===== config.mk =====
export PLATFORM = sky130hd
export DESIGN_NAME = base85_string_literal_encoder
export DESIGN_NICKNAME = d
export VERILOG_FILES = /design/src/hw/rtl/b85_pkg.sv /design/src/hw/rtl/b85_front.sv /design/src/hw/rtl/b85_queue.sv /design/src/hw/rtl/b85_back.sv /design/src/hw/rtl/base85_string_literal_encoder.sv
export SDC_FILE = /design/constraint.sdc
export NUM_CORES = 1
export LEC_CHECK = 0
export ABC_AREA = 1
export BUFFER_PORTS_ARGS = -buffer_cell sky130_fd_sc_hd__buf_2
export CORE_ASPECT_RATIO = 0.7
export CORE_MARGIN = 2
export CORE_UTILIZATION = 31
export DETAILED_ROUTE_END_ITERATION = 6
export PLACE_DENSITY = 0.53
export SLEW_MARGIN = 20
export SYNTH_ARGS = -nofsm -noshare
export SYNTH_HDL_FRONTEND = slang
export SYNTH_SLANG_ARGS = --single-unit

===== constraint.sdc =====
create_clock -name clk -period 15.3 [get_ports clk]
set_input_delay 1.53 -clock clk [delete_from_list [all_inputs] [get_ports clk]]
set_output_delay 1.53 -clock clk [all_outputs]
set_load 0.02 [all_outputs]

===== src/hw/rtl/b85_pkg.sv =====
// Types and constants of the base-85 string literal encoder.
// Used by the front, queue, back and top-level modules; no dependencies.
package b85_pkg;

  // Command codes on the input tuser
  localparam logic CMD_DATA = 1'b0;
  localparam logic CMD_TERM = 1'b1;

  // Encoding constants
  localparam int unsigned RADIX      = 85;
  localparam logic [6:0]  BAD_DIGIT  = 7'd52;
  localparam logic [7:0]  DIGIT_BASE = 8'd40;
  localparam logic [7:0]  BAD_CHAR   = 8'd125;   // 40 + 85
  localparam logic [7:0]  CH_QUOTE   = 8'h22;
  localparam logic [7:0]  CH_COMMA   = 8'h2C;
  localparam logic [7:0]  CH_NEWLINE = 8'h0A;

  // Column limit register
  localparam int unsigned    COL_W      = 10;
  localparam logic [COL_W-1:0] COLS_RESET = 10'd128;

  // Reciprocal of 85: q = (w * RECIP_85) >> RECIP_SHIFT for any 32-bit w
  localparam logic [31:0] RECIP_85    = 32'hC0C0C0C1;
  localparam int unsigned RECIP_SHIFT = 38;

  // Digits in a full group
  localparam logic [2:0] FULL_DIGITS = 3'd5;

  // Default depth of the job queue between front and back
  localparam int unsigned QUEUE_DEPTH = 2;

  // One job handed from the front to the back
  typedef struct packed {
    logic [31:0] word;    // group bytes, low byte first
    logic [2:0]  ndig;    // digits to write, 0 to 5
    logic        term;    // terminate item: close an open line afterwards
  } b85_job_t;

endpackage


===== src/hw/rtl/b85_front.sv =====
// Front end: accepts items, gathers bytes into groups and issues jobs.
// Depends on b85_pkg.
module b85_front import b85_pkg::*; (
  input  logic     clk,
  input  logic     rst,
  input  logic     in_valid,
  output logic     in_ready,
  input  logic     in_cmd,
  input  logic [7:0] in_byte,
  output logic     push,
  output b85_job_t push_job,
  input  logic     q_full
);

  logic [31:0] group_word;
  logic [1:0]  byte_count;
  logic [31:0] merged;
  logic        accept;
  logic        is_term;

  assign in_ready = !q_full;
  assign accept   = in_valid && in_ready;
  assign is_term  = (in_cmd == CMD_TERM);

  // New byte dropped into its lane of the group word
  assign merged = group_word | ({24'b0, in_byte} << {byte_count, 3'b000});

  // A job goes out on terminate or when the fourth byte arrives
  assign push = accept && (is_term || byte_count == 2'd3);

  always_comb begin
    push_job.term = is_term;
    if (is_term) begin
      push_job.word = group_word;
      push_job.ndig = (byte_count == 2'd0) ? 3'd0 : ({1'b0, byte_count} + 3'd1);
    end else begin
      push_job.word = merged;
      push_job.ndig = FULL_DIGITS;
    end
  end

  // Group collection
  always_ff @(posedge clk) begin
    if (rst) begin
      group_word <= '0;
      byte_count <= '0;
    end else if (accept) begin
      if (push) begin
        group_word <= '0;
        byte_count <= '0;
      end else begin
        group_word <= merged;
        byte_count <= byte_count + 2'd1;
      end
    end
  end

endmodule


===== src/hw/rtl/b85_queue.sv =====
// Short job queue between the front and the back end.
// Depends on b85_pkg for the job type.
module b85_queue import b85_pkg::*; #(
  parameter int unsigned DEPTH = QUEUE_DEPTH
) (
  input  logic     clk,
  input  logic     rst,
  input  logic     push,
  input  b85_job_t push_job,
  output logic     full,
  input  logic     pop,
  output b85_job_t head,
  output logic     empty
);

  localparam int unsigned AW = (DEPTH > 1) ? $clog2(DEPTH) : 1;
  localparam int unsigned CW = $clog2(DEPTH + 1);

  b85_job_t        entries [DEPTH];
  logic [AW-1:0]   wr_ptr;
  logic [AW-1:0]   rd_ptr;
  logic [CW-1:0]   count;
  logic            do_push;
  logic            do_pop;

  assign full    = (count == CW'(DEPTH));
  assign empty   = (count == '0);
  assign do_push = push && !full;
  assign do_pop  = pop && !empty;
  assign head    = entries[rd_ptr];

  // Storage, no reset needed
  always_ff @(posedge clk) begin
    if (do_push) begin
      entries[wr_ptr] <= push_job;
    end
  end

  // Pointers and fill count
  always_ff @(posedge clk) begin
    if (rst) begin
      wr_ptr <= '0;
      rd_ptr <= '0;
      count  <= '0;
    end else begin
      if (do_push) begin
        wr_ptr <= (wr_ptr == AW'(DEPTH - 1)) ? '0 : wr_ptr + AW'(1);
      end
      if (do_pop) begin
        rd_ptr <= (rd_ptr == AW'(DEPTH - 1)) ? '0 : rd_ptr + AW'(1);
      end
      if (do_push && !do_pop) begin
        count <= count + CW'(1);
      end else if (do_pop && !do_push) begin
        count <= count - CW'(1);
      end
    end
  end

endmodule


===== src/hw/rtl/b85_back.sv =====
// Back end: turns jobs into digits and quote framing, taking a new job only once the last one is written.
// Holds the column limit register and the line column. Depends on b85_pkg.
module b85_back import b85_pkg::*; (
  input  logic             clk,
  input  logic             rst,
  input  logic             cfg_wen,
  input  logic [COL_W-1:0] cfg_wdata,
  input  b85_job_t         head,
  input  logic             q_empty,
  output logic             pop,
  output logic             out_valid,
  input  logic             out_ready,
  output logic [7:0]       out_char,
  output logic             out_last
);

  typedef enum logic [2:0] {
    S_IDLE, S_MUL, S_REM, S_QUOTE, S_DIGIT, S_CLQ, S_CLC, S_CLN
  } state_t;

  state_t           state;
  logic [COL_W-1:0] max_cols;
  logic [COL_W-1:0] column;
  logic [31:0]      word;
  logic [2:0]       cnt;        // digits left, current one included
  logic             term;
  logic [63:0]      prod;
  logic [7:0]       dchar;

  logic [31:0]      quot;
  logic [31:0]      q_times;
  logic [6:0]       digit;
  logic             slot_free;
  logic             quoting;
  logic [COL_W-1:0] col_inc;
  logic             closes;
  logic             term_close;

  // Quotient from the registered product, remainder by shift-and-add
  assign quot    = 32'(prod[63:RECIP_SHIFT]);
  assign q_times = (quot << 6) + (quot << 4) + (quot << 2) + quot;
  assign digit   = 7'(word - q_times);

  assign slot_free  = !out_valid || out_ready;
  assign quoting    = (max_cols != '0);
  assign col_inc    = column + COL_W'(1);
  assign closes     = quoting && (col_inc == max_cols);
  assign term_close = term && quoting && (col_inc != '0);
  assign pop        = (state == S_IDLE) && !q_empty;

  // Column limit register
  always_ff @(posedge clk) begin
    if (rst) begin
      max_cols <= COLS_RESET;
    end else if (cfg_wen) begin
      max_cols <= cfg_wdata;
    end
  end

  // Sequencer and output register
  always_ff @(posedge clk) begin
    if (rst) begin
      state     <= S_IDLE;
      column    <= '0;
      out_valid <= 1'b0;
      out_char  <= '0;
      out_last  <= 1'b0;
      word      <= '0;
      cnt       <= '0;
      term      <= 1'b0;
      prod      <= '0;
      dchar     <= '0;
    end else begin
      if (out_valid && out_ready) begin
        out_valid <= 1'b0;
      end
      case (state)
        S_IDLE: begin
          if (!q_empty) begin
            word <= head.word;
            cnt  <= head.ndig;
            term <= head.term;
            if (head.ndig != 3'd0) begin
              state <= S_MUL;
            end else if (head.term && quoting && column != '0) begin
              column <= '0;
              state  <= S_CLQ;
            end
          end
        end
        S_MUL: begin
          prod  <= {32'b0, word} * {32'b0, RECIP_85};
          state <= S_REM;
        end
        S_REM: begin
          dchar <= (digit == BAD_DIGIT) ? BAD_CHAR : (DIGIT_BASE + {1'b0, digit});
          word  <= quot;
          state <= (quoting && column == '0) ? S_QUOTE : S_DIGIT;
        end
        S_QUOTE: begin
          if (slot_free) begin
            out_valid <= 1'b1;
            out_char  <= CH_QUOTE;
            out_last  <= 1'b0;
            state     <= S_DIGIT;
          end
        end
        S_DIGIT: begin
          if (slot_free) begin
            out_valid <= 1'b1;
            out_char  <= dchar;
            out_last  <= (cnt == 3'd1) && !closes && !term_close;
            cnt       <= cnt - 3'd1;
            if (closes) begin
              column <= '0;
              state  <= S_CLQ;
            end else begin
              if (quoting) begin
                column <= col_inc;
              end
              if (cnt != 3'd1) begin
                state <= S_MUL;
              end else if (term_close) begin
                column <= '0;
                state  <= S_CLQ;
              end else begin
                state <= S_IDLE;
              end
            end
          end
        end
        S_CLQ: begin
          if (slot_free) begin
            out_valid <= 1'b1;
            out_char  <= CH_QUOTE;
            out_last  <= 1'b0;
            state     <= S_CLC;
          end
        end
        S_CLC: begin
          if (slot_free) begin
            out_valid <= 1'b1;
            out_char  <= CH_COMMA;
            out_last  <= 1'b0;
            state     <= S_CLN;
          end
        end
        S_CLN: begin
          if (slot_free) begin
            out_valid <= 1'b1;
            out_char  <= CH_NEWLINE;
            out_last  <= (cnt == 3'd0);
            state     <= (cnt == 3'd0) ? S_IDLE : S_MUL;
          end
        end
        default: state <= S_IDLE;
      endcase
    end
  end

endmodule


===== src/hw/rtl/base85_string_literal_encoder.sv =====
// Top level of the base-85 string literal encoder: front, job queue, back.
// Depends on b85_pkg, b85_front, b85_queue and b85_back.
//
//  channel  | dir | tdata             | tuser     | tlast
//  s_axis   | in  | [7:0] data_byte   | [0] cmd   | -
//  m_axis   | out | [7:0] out_char    | -         | last
//  cfg      | in  | [9:0] max_cols    | -         | -
//
// The front takes one item per cycle while the job queue has room; bytes that
// do not finish a group give no characters.
// The back picks up a job, then per digit runs the reciprocal multiplier and
// the remainder step and writes the digit, with an opening quote before it
// and a closing quote/comma/newline after it as the line needs; all digits
// pass through the single divide-by-85 unit in turn.
// Reset (rst, synchronous) empties the queue, clears group and column and loads
// a column limit of 128. A stalled m_tready holds the back; the front keeps
// accepting until the queue fills.
module base85_string_literal_encoder import b85_pkg::*; #(
  parameter int unsigned QDEPTH = QUEUE_DEPTH
) (
  input  logic             clk,
  input  logic             rst,
  input  logic             s_tvalid,
  output logic             s_tready,
  input  logic [7:0]       s_tdata,    // [7:0] data_byte
  input  logic             s_tuser,    // [0] cmd
  output logic             m_tvalid,
  input  logic             m_tready,
  output logic [7:0]       m_tdata,    // [7:0] out_char
  output logic             m_tlast,
  input  logic             cfg_wen,
  input  logic [COL_W-1:0] cfg_wdata
);

  b85_job_t push_job;
  b85_job_t head;
  logic     push;
  logic     q_full;
  logic     q_empty;
  logic     pop;

  b85_front u_front (
    .clk      (clk),
    .rst      (rst),
    .in_valid (s_tvalid),
    .in_ready (s_tready),
    .in_cmd   (s_tuser),
    .in_byte  (s_tdata),
    .push     (push),
    .push_job (push_job),
    .q_full   (q_full)
  );

  b85_queue #(
    .DEPTH (QDEPTH)
  ) u_queue (
    .clk      (clk),
    .rst      (rst),
    .push     (push),
    .push_job (push_job),
    .full     (q_full),
    .pop      (pop),
    .head     (head),
    .empty    (q_empty)
  );

  b85_back u_back (
    .clk       (clk),
    .rst       (rst),
    .cfg_wen   (cfg_wen),
    .cfg_wdata (cfg_wdata),
    .head      (head),
    .q_empty   (q_empty),
    .pop       (pop),
    .out_valid (m_tvalid),
    .out_ready (m_tready),
    .out_char  (m_tdata),
    .out_last  (m_tlast)
  );

endmodule


==> results of run 1 <==
state kept, by name, indices dropped and copies added (netlist names), named ones only:
register,count
u_queue.wr_ptr,1
u_queue.count,2
u_back.max_cols,10
u_back.column,10
u_front.group_word,32
u_back.word,32
u_back.state,3
u_back.out_valid,1
u_front.byte_count,2
u_back.term,1
u_back.out_char,8
u_queue.entries,72
u_back.dchar,8
u_queue.rd_ptr,1
u_back.out_last,1
u_back.prod,26
u_back.cnt,3
layout make-up:
class	count	area [sq um]	share of cell area (%)
clock inverters	12	90.1	0.388
well taps	902	1130	4.86
multi-input cells	1840	13900	59.8
repair buffers	48	295	1.27
inverters	562	2110	9.09
flip-flops and latches	214	5000	21.6
clock buffers	34	689	2.97
per-layer routing:
metal	GRT usage, %	vias to the layer above
met2	23.4	585
met4	2.18	0
li1	-	8577
met1	32.2	8303
met3	7.09	44
met5	0	-
critical path: cells and delay by family (launching register included):
| kind | cells | cell delay [ns] |
|---|---|---|
| buffers and inverters | 4 | 0.25 |
| flip-flops | 1 | 0.59 |
| adder cells (fa/ha/maj) | 9 | 3.90 |
| AND/OR/NAND/NOR | 4 | 0.41 |
| AO/OA/AOI/OAI | 4 | 1.42 |
synthesized netlist by cell type (2+ instances only):
cell | n | area (sq um)
buf_1 | 2 | 7.51
xnor2_1 | 11 | 96.3
inv_1 | 548 | 2060
ha_1 | 338 | 4230
nor2_2 | 5 | 31.3
buf_2 | 9 | 45.0
nand3_1 | 86 | 430
a211oi_1 | 3 | 22.5
nor2_1 | 223 | 837
or2_2 | 4 | 25.0
nand3b_1 | 4 | 30.0
a21boi_0 | 5 | 37.5
o211ai_1 | 2 | 15.0
nor3_1 | 46 | 230
xor2_1 | 13 | 114
o21a_1 | 16 | 120
buf_4 | 2 | 15.0
clkinv_1 | 5 | 18.8
o21ai_0 | 105 | 526
a31oi_1 | 22 | 138
dfxtp_1 | 142 | 2840
edfxtp_1 | 72 | 2160
o21ai_1 | 7 | 35.0
a21o_1 | 40 | 300
fa_1 | 171 | 3420
clkbuf_1 | 44 | 165
nor4_1 | 6 | 37.5
nand4_1 | 20 | 125
nand2_1 | 479 | 1800
inv_2 | 9 | 33.8
mux2i_1 | 3 | 30.0
o21bai_1 | 16 | 120
a21oi_1 | 203 | 1020
path summary, 6_finish.rpt:
kind / start / end / slack [ns] / cells after the start
min: u_back.dchar[7]$_SDFFE_PP0P_ / u_back.dchar[7]$_SDFFE_PP0P_ / 0.46 / 2
max reg2reg: u_back.word[9]$_SDFFE_PP0P_ / u_back.prod[40]$_SDFFE_PP0P_ / 8.58 / 21
max: u_back.word[9]$_SDFFE_PP0P_ / u_back.prod[40]$_SDFFE_PP0P_ / 8.58 / 21
min reg2reg: u_back.dchar[7]$_SDFFE_PP0P_ / u_back.dchar[7]$_SDFFE_PP0P_ / 0.46 / 2
logic make-up (layout without fill, tap and decap cells):
| group | count (synthesis) | count (layout) | synth area share (%) |
|---|---|---|---|
| multiplexers | 3 | 3 | 0.142 |
| flip-flops | 214 | 214 | 23.6 |
| XOR/XNOR | 24 | 24 | 0.991 |
| AND/OR/NAND/NOR | 879 | 879 | 17.0 |
| AO/OA/AOI/OAI | 425 | 425 | 11.2 |
| adder cells (fa/ha/maj) | 509 | 509 | 36.1 |
| buffers and inverters | 619 | 656 | 11.0 |
stage by stage:
stage | std cells | hold slack, ns | cell area (sq um)
2_1_floorplan | 2673 | 0.426 | 21200
3_3_place_gp | 3565 | 0.445 | 22400
3_5_place_dp | 3566 | 0.446 | 22400
4_1_cts | 3612 | 0.457 | 23200
5_1_grt | 3612 | 0.470 | 23200
6_report | 3612 | 0.462 | 23200
==> out/qor.csv, run 1 <==
metric,value,unit
port_buffers,34,
synthCells,2673,
drtAntennaViolNets,0,
synth_nets,3206,
status,finished clean,
drive_gt1_share,4.02,%
critical-path-slowest-cell,dfxtp_1,
worst_ep_required_time,15.75,ns
syn_area,21200,sq um
clkLatencyLatePin,0.56,ns
crit_path_frequent_cell,fa_1,
hold_class,flip-flop to flip-flop,
utilization,34.1,%
critPathCaptureType,flip-flop,
ys_types,45,
cts_tree,yes,
clock_sinks,214,
cts_setup_buffers,0,
die_height,223,um
core-area,68000,sq um
ys_seq_area_share,23.6,%
final_common_cell,inv_1,
grt_pass1_vias,16300,
fin_crit,6.72,ns
std_cell_rows,80,
grt_start_max_net_pins,52,
clock.fmax,149,MHz
gp_congestion,0.992,
gr-total-overflow,0,
maxSlewViolCount,0,
crit_fanout,6,
area_growth_syn_to_layout,9.39,%
wl_met1,35800,um
cts_htree_levels,1,
nets,3224,
wirelength,68300,um
synthFlopType,dfxtp_1,
syn_area_per_cell,7.94,sq um
max-slew-margin-rel,28.5,%
arrival,7.17,ns
dr.pass1.iters,5,
cts_buffers,25,
drt-initial-drc-count,1545,
cap_violations,0,
cts_resized,0,
drc,0,
finalClockSkew,0.0203,ns
ys_seq_elements,214,
die_area,70600,sq um
synth_edf_count,72,
hpwl,57600,um
dp_slack,8.79,ns
viasPerCell,4.85,
cts_hold_buf,0,
met2_length,23800,um
highest_layer,met4,
ys.warnings.count,0,
wl_per_cell,18.9,um
vias,17500,
cts.clk_slew.worst_paths,0.07,ns
setup_violations,0,
track_usage,19.5,%
met3_length,7960,um
tns,0,ns
ios,35,
min_period_over_period,43.9,%
grt_pass1_wl,103000,um
path_cells,ha_1 > ha_1 > fa_1 > fa_1 > inv_1 > fa_1 > fa_1 > fa_1 > inv_1 > ha_1 > ha_1 > a21oi_1 > a21boi_0 > o21ai_0 > o21bai_1 > inv_1 > nand2_1 > nand2_1 > nand3_1 > nand2_1 > inv_1,
hold_viol,0,
crit_type,flip-flop to flip-flop,
layout_common_cells,"inv_1 (548), nand2_1 (479), ha_1 (338)",
antenna_found_initial,1,
diodes,0,
setup_slack,8.58,ns
synthArstFlopShare,0,%
start_kind,flip-flop,
start_util,31.2,%
worst_slew_pin_slew,1.07,ns
critPathMaxStageDelay,0.59,ns
clockBufferDepth,3,
clock-root-buffer,clkbuf_16,
rsz0062_at_grt,false,
die_w,317,um
fill_cells,7190,
Power of run 1 is left out: the tool's default activity adds up to more than one toggle a clock period on the data nets, which glitch-free logic cannot reach.
==> inputs of run 2 (changes only) <==
--- a/config.mk
+++ b/config.mk
@@ -5,7 +5,7 @@
 export SDC_FILE = /design/constraint.sdc
 export NUM_CORES = 1
 export LEC_CHECK = 0
-export ABC_AREA = 1
+export ABC_AREA = 0
 export BUFFER_PORTS_ARGS = -buffer_cell sky130_fd_sc_hd__buf_2
 export CORE_ASPECT_RATIO = 0.7
 export CORE_MARGIN = 2
==> constraint.sdc (replaced) <==
create_clock -name clk -period 6.6 [get_ports clk]
set_input_delay 0.66 -clock clk [delete_from_list [all_inputs] [get_ports clk]]
set_output_delay 0.66 -clock clk [all_outputs]
set_load 0.02 [all_outputs]
==> run 2 against run 1 <==
  * Fmax grew 3.6%
  * Global-route usage fell by 1.7 points
  * Worst setup slack lost 8.5 ns
  * Routed wire length decreased by 12%
  * Non-clock buffer count rose by 78
  * Via count is 13% lower
==> out/qor.csv, run 2 <==
metric,value,unit,change
wirelength,59900,um,-12%
max-slew-margin-rel,23.1,%,-5.5 points
core-area,63400,sq um,-6.7%
gr-total-overflow,0,,unchanged
crit_type,flip-flop to flip-flop,,
r2r-end,u_back.prod[61]$_SDFFE_PP0P_,,
final_cells,3015,,-17%
gp_congestion,0.963,,-2.9%
wl_per_cell,19.9,um,+5.1%
drc,0,,unchanged
clkLatencyLatePin,0.54,ns,-0.02 ns
yosys.area_share.adder,38.3,%,+2.3 points
hold_class,primary input to flip-flop,,
final_common_cell,inv_1,,
p_leak,11.1,nW,
die_w,307,um,-3.0%
worst_ep_required_time,7.01,ns,-8.74 ns
hold_end,u_back.max_cols[7]$_SDFFE_PP1P_,,
antenna_found_initial,0,,-1
synth.area.top_cells,"ha_1 (21%), fa_1 (17%), dfxtp_1 (14%)",,
worst_slew_pin_slew,1.15,ns,+0.0794 ns
drtAntennaViolNets,0,,unchanged
synth_top_cell_by_area,ha_1,,
critPathLaunch,u_back.word[10]$_SDFFE_PP0P_,,
largest-register,u_queue.entries,,
dr.pass1.iters,6,,+1
fill_cells,6476,,-9.9%
yosys-top-cells-count,"inv_1 (360), ha_1 (338), fa_1 (171)",,
place_inst,2970,,-17%
synth_top_area_share,21.2,%,+1.2 points
drt-initial-drc-count,1184,,-23%
ys_seq_area_share,25.1,%,+1.5 points
dp_slack,-0.106,ns,-8.89 ns
min_from,cfg_wdata[7],,
cts_htree_levels,1,,unchanged
diodes,0,,unchanged
largest_register_ff_count,72,,unchanged
area_growth_syn_to_layout,13.8,%,
synth_edf_count,72,,unchanged
finalClockSkew,0.0291,ns,+0.00878 ns
vias,15200,,-13%
start_kind,flip-flop,,
grt_pass1_wl,90800,um,-12%
clockBufferDepth,3,,unchanged
setup_violations,0,,unchanged
crit_fanout,4,,-2
clock-root-buffer,clkbuf_16,,
nets,2701,,-16%
synthSimpleGateAreaFrac,10.2,%,-6.8 points
hpwl,50200,um,-13%
synth-compound-area-share,13.7,%,+2.5 points
start_util,31.5,%,+0.28 points
synth-xor-area-share,2.10,%,+1.1 points
peakVddDrop,340,uV,
die_height,216,um,-2.9%
syn_area_per_cell,9.57,sq um,+21%
reg2regPathDepth,20,,-4.8%
min_period_over_period,98.4,%,+54 points
synthMuxAreaShare,2.41,%,+2.3 points
arrival,6.91,ns,-0.26 ns
cts.clk_slew.worst_paths,0.06,ns,about the same
grt_pass1_vias,15100,,-7.1%
synth_top_family_by_area,adder cells,,
utilization,35.8,%,+1.7 points
die_area,66500,sq um,-5.8%
layout_common_cells,"inv_1 (360), ha_1 (321), fa_1 (170)",,
setup_slack,0.109,ns,-8.47 ns
hold_viol,0,,unchanged
ys.warnings.count,0,,unchanged
cts_tree,yes,,
status,finished clean,,
regToRegSetupSlack,0.11,ns,-8.47 ns
synthCells,2086,,-22%
holdPathStages,3,,+1
std_cell_rows,77,,-3.8%
drive_gt1_share,11.1,%,+7.1 points
cts_buffers,24,,-4.0%
clock.fmax,154,MHz,+3.6%
clock_sinks,214,,unchanged
fin_crit,6.49,ns,-0.230 ns
track_usage,17.8,%,-1.7 points
ios,35,,unchanged
viasPerCell,5.05,,+4.2%
synth_nets,2619,,-18%
synthFlopType,dfxtp_1,,
critPathCaptureType,flip-flop,,
r2r-start,u_back.word[10]$_SDFFE_PP0P_,,
top_regs,"u_queue.entries: 72 flops, u_back.word: 32 flops, u_front.group_word: 32 flops",,
grt_start_max_net_pins,60,,+15%
maxSlewViolCount,0,,unchanged
cap_violations,0,,unchanged
ys_seq_elements,214,,unchanged
yosysMostFrequentCell,inv_1,,
cts_hold_buf,0,,unchanged
syn_area,20000,sq um,-5.9%
p_per_area,539,nW/um^2,
port_buffers,34,,unchanged
ys_types,73,,+62%
synthArstFlopShare,0,%,unchanged
==> run 2: logic make-up after synthesis <==
kind of cell | count (synthesis)
fa+ha+maj | 509
buf+inv | 430
simple gates | 429
xor+xnor | 47
flops | 214
compound gates | 409
mux | 48
==> run 2: cell type report <==
cell class / count / area [sq um] / share of cell area, %
inverter: 360 / 1350 / 5.95
clock inverter: 14 / 126 / 0.556
sequential: 214 / 5020 / 22.1
multi-input combinational: 1442 / 13700 / 60.1
tap: 829 / 1040 / 4.57
clock buffer: 30 / 653 / 2.87
timing repair buffer: 126 / 873 / 3.84
==> run 2: what timing repair did <==
item                                    4_1_cts  5_1_grt
resized for setup                             7       53
buffers inserted                              0        1
endpoints found under the setup margin       12       24
pin swaps                                     3       18
==> run 2: layer usage <==
layer  track usage (%)  wire length [um]
met3              5.32              6200
met5                 0                 0
met2              23.6             22500
met4              2.28               596
met1              28.2             30600
==> run 2: worst max-delay path: stages, from the launching register on <==
cell	delay (ns)
dfxtp_2	0.35
ha_1	0.31
ha_1	0.33
fa_1	0.52
fa_1	0.55
inv_1	0.09
fa_1	0.53
inv_1	0.06
fa_1	0.56
fa_1	0.47
ha_1	0.31
ha_1	0.34
a21oi_1	0.25
o21ai_1	0.22
a221oi_2	0.26
o21bai_1	0.12
a32oi_1	0.19
buf_4	0.21
a211oi_1	0.09
or3_1	0.35
a32o_1	0.25
==> run 2: power by group <==
group / switching, mW / internal, mW
clock network: 0.566 / 0.751
logic: 5.50 / 3.59
registers: 0.236 / 1.61
==> run 2: per-stage QoR <==
step / hold slack [ns] / total power, mW / cell area [sq um] / setup TNS [ns]
2_1_floorplan: 0.425 / 7.40 / 20000 / 0
3_3_place_gp: 0.446 / 10.4 / 21600 / -0.185
3_5_place_dp: 0.448 / 10.4 / 21600 / -0.423
4_1_cts: 0.358 / 11.8 / 22400 / 0
5_1_grt: 0.387 / 13.4 / 22700 / -0.0585
6_report: 0.365 / 12.3 / 22700 / 0
==> run 2: worst max path at each step <==
stage,end,cells after the start
detailed placement,u_back.prod[50]$_SDFFE_PP0P_,21
global route,u_back.prod[50]$_SDFFE_PP0P_,22
global placement,u_back.prod[58]$_SDFFE_PP0P_,22
floorplan,u_back.prod[60]$_SDFFE_PP0P_,22
CTS,u_back.prod[61]$_SDFFE_PP0P_,22
finish,u_back.prod[61]$_SDFFE_PP0P_,20
Power figures use the tool's default switching activity.
==> inputs of run 3 (changes only) <==
--- a/config.mk
+++ b/config.mk
@@ -12,7 +12,8 @@
 export CORE_UTILIZATION = 31
 export DETAILED_ROUTE_END_ITERATION = 6
 export PLACE_DENSITY = 0.53
-export SLEW_MARGIN = 20
+export SLEW_MARGIN = 10
 export SYNTH_ARGS = -nofsm -noshare
 export SYNTH_HDL_FRONTEND = slang
+export SYNTH_HIERARCHICAL = 1
 export SYNTH_SLANG_ARGS = --single-unit
==> run 3 against run 2 <==
  * Global-route usage down 0.55 points
  * Worst setup slack better by 0.12 ns
  * Clock-buffer cell count decreased by 5
==> out/qor.csv, run 3 <==
metric,value,unit,change
synth-compound-area-share,12.1,%,-1.6 points
yosysMostFrequentCell,inv_1,,
hold_viol,0,,unchanged
busiest_layer,met1,,
core-area,63000,sq um,-0.61%
area_growth_syn_to_layout,12.3,%,
grt_pass1_vias,14800,,-2.3%
track_usage,17.2,%,-0.55 points
clock_sinks,214,,unchanged
port_buffers,34,,unchanged
ys_types,92,,+26%
cts_htree_levels,1,,unchanged
min_period_over_period,96.5,%,-1.8 points
synthCells,2015,,-3.4%
drive_gt1_share,11.7,%,+0.56 points
yosys.area_share.adder,38.9,%,+0.54 points
synthFlopType,dfxtp_1,,
synth_nets,2548,,-2.7%
cts.clk_slew.worst_paths,0.07,ns,about the same
synth_top_area_share,21.5,%,+0.30 points
gr-total-overflow,0,,unchanged
cts_buffers,22,,-8.3%
die_height,215,um,-0.68%
tns,0,ns,unchanged
dp_slack,-0.250,ns,-0.144 ns
wl_per_cell,19.1,um,-3.9%
synthSimpleGateAreaFrac,9.78,%,-0.39 points
synth_top_family_by_area,adder cells,,
ys.warnings.count,6,,+6
status,finished clean,,
vias,14600,,-4.3%
setup_violations,0,,unchanged
hold_ws,0.374,ns,+0.00910 ns
synth.area.top_cells,"ha_1 (21%), fa_1 (17%), dfxtp_1 (14%)",,
cts_tree,yes,,
clock.fmax,157,MHz,+1.9%
crit_type,flip-flop to flip-flop,,
antenna_found_initial,1,,+1
synth_top_cell_by_area,ha_1,,
clock-root-buffer,clkbuf_16,,
drc,0,,unchanged
maxSlewViolCount,0,,unchanged
start_kind,flip-flop,,
critPathCaptureType,flip-flop,,
std_cell_rows,77,,unchanged
drtAntennaViolNets,0,,unchanged
ys_seq_elements,214,,unchanged
start_util,31.2,%,-0.25 points
drt-initial-drc-count,1251,,+5.7%
synth_edf_count,72,,unchanged
clkLatencyLatePin,0.54,ns,about the same
synthMuxAreaShare,2.83,%,+0.42 points
clockBufferDepth,3,,unchanged
wirelength,55800,um,-6.9%
viasPerCell,4.99,,-1.2%
finalClockSkew,0.0200,ns,-0.00905 ns
gr-usage-met2,23.9,%,+0.36 points
grt_start_max_net_pins,57,,-5.0%
top_regs,"u_queue/entries: 72 flops, u_back/word: 32 flops, u_front/group_word: 32 flops",,
crit_fanout,4,,unchanged
hpwl,46700,um,-6.9%
die_area,65600,sq um,-1.4%
fin_crit,6.37,ns,-0.121 ns
syn_area_per_cell,9.77,sq um,+2.1%
hold_class,primary input to flip-flop,,
worst_ep_required_time,7.02,ns,about the same
largest_register_ff_count,72,,unchanged
largest-register,u_queue/entries,,
ys_seq_area_share,25.4,%,+0.35 points
dr.pass1.iters,5,,-1
ios,35,,unchanged
arrival,6.79,ns,-0.12 ns
final_common_cell,inv_1,,
yosys-top-cells-count,"inv_1 (362), ha_1 (338), fa_1 (171)",,
synth-xor-area-share,2.43,%,+0.33 points
worst_slew_pin_slew,0.977,ns,-0.173 ns
cap_violations,0,,unchanged
grt_pass1_wl,87600,um,-3.5%
gp_congestion,0.958,,-0.50%
synthArstFlopShare,0,%,unchanged
setup_slack,0.230,ns,+0.121 ns
grtUsageMet3,4.36,%,-0.96 points
nets,2607,,-3.5%
met1_usage,26.9,%,-1.3 points
max-slew-margin-rel,34.5,%,+11 points
die_w,305,um,-0.68%
layout_common_cells,"inv_1 (362), ha_1 (331), fa_1 (168)",,
syn_area,19700,sq um,-1.4%
run 3: changes by cell type after synthesis, moves of 9 or more:
cell      before  now
a22oi_1        0   15
a21o_1        70   60
nor2_1       163  119
nand4_1       20   11
nand2_1       89  100
xnor2_1       30   39
a221oi_1      28    4
mux2_2         1   37
mux2i_1       47   13
a21oi_1      130  146
clkbuf_1      49   37
and2_1        16    7
run 3: final cells by class:
cell class	count	area, sq um
inverter	365	1370
tap	829	1040
multi-input combinational	1369	13200
fill	6450	40900
clock inverter	15	190
timing repair buffer	102	683
antenna	1	2.50
clock buffer	25	614
sequential	214	5010
run 3: worst paths after layout:
path | from | endpoint | cells after the start | slack, ns
max reg2reg | u_back/word[5]$_SDFFE_PP0P_ | u_back/prod[59]$_SDFFE_PP0P_ | 23 | 0.23
max | u_back/word[5]$_SDFFE_PP0P_ | u_back/prod[59]$_SDFFE_PP0P_ | 23 | 0.23
min reg2reg | u_back/out_char[4]$_SDFFE_PP0P_ | u_back/out_char[4]$_SDFFE_PP0P_ | 2 | 0.46
min | cfg_wdata[9] | u_back/max_cols[9]$_SDFFE_PP0P_ | 3 | 0.37
run 3: cell families (layout without fill, tap and decap cells):
family,after synthesis,after routing
adders and majority gates,509,509
buffers and inverters,432,507
and+or+nand+nor,384,384
AOI/OAI and AO/OA,372,372
DFF,214,214
xor gates and xnor gates,53,53
muxes,51,51
other,0,1
run 3: critical path: stages (launching register included):
cell	delay, ns
dfxtp_1	0.35
ha_1	0.34
ha_1	0.32
inv_1	0.06
fa_1	0.48
inv_1	0.05
fa_1	0.55
inv_1	0.08
fa_1	0.57
fa_1	0.47
fa_1	0.55
inv_1	0.05
ha_1	0.29
ha_1	0.32
buf_4	0.15
o21ai_1	0.12
nand2_1	0.10
a31o_4	0.29
a211oi_4	0.27
a21o_1	0.23
o41ai_2	0.08
buf_4	0.15
buf_4	0.12
o311ai_1	0.27
run 3: through the flow:
stage	cell area (sq um)	util, %	instances
after global placement	21100	33.5	2877
after CTS	21900	34.8	2917
after global routing	22100	35.1	2919
after detailed placement	21100	33.5	2877
after floorplan	19700	-	2015
final	22100	35.1	2920
run 3: what timing repair did:
item / CTS / global route
hold buffers: 0 / 0
pin swaps: 0 / 13
setup buffers: 0 / 2
gates resized for setup: 4 / 47
endpoints found under the setup margin: 8 / 17
run 3: per-layer routing:
metal,vias up,wire length [um]
li1,6934,-
met1,7161,28200
met2,428,21900
met3,45,4920
met4,2,755
met5,-,42
Power of run 3 is left out for the same reason.
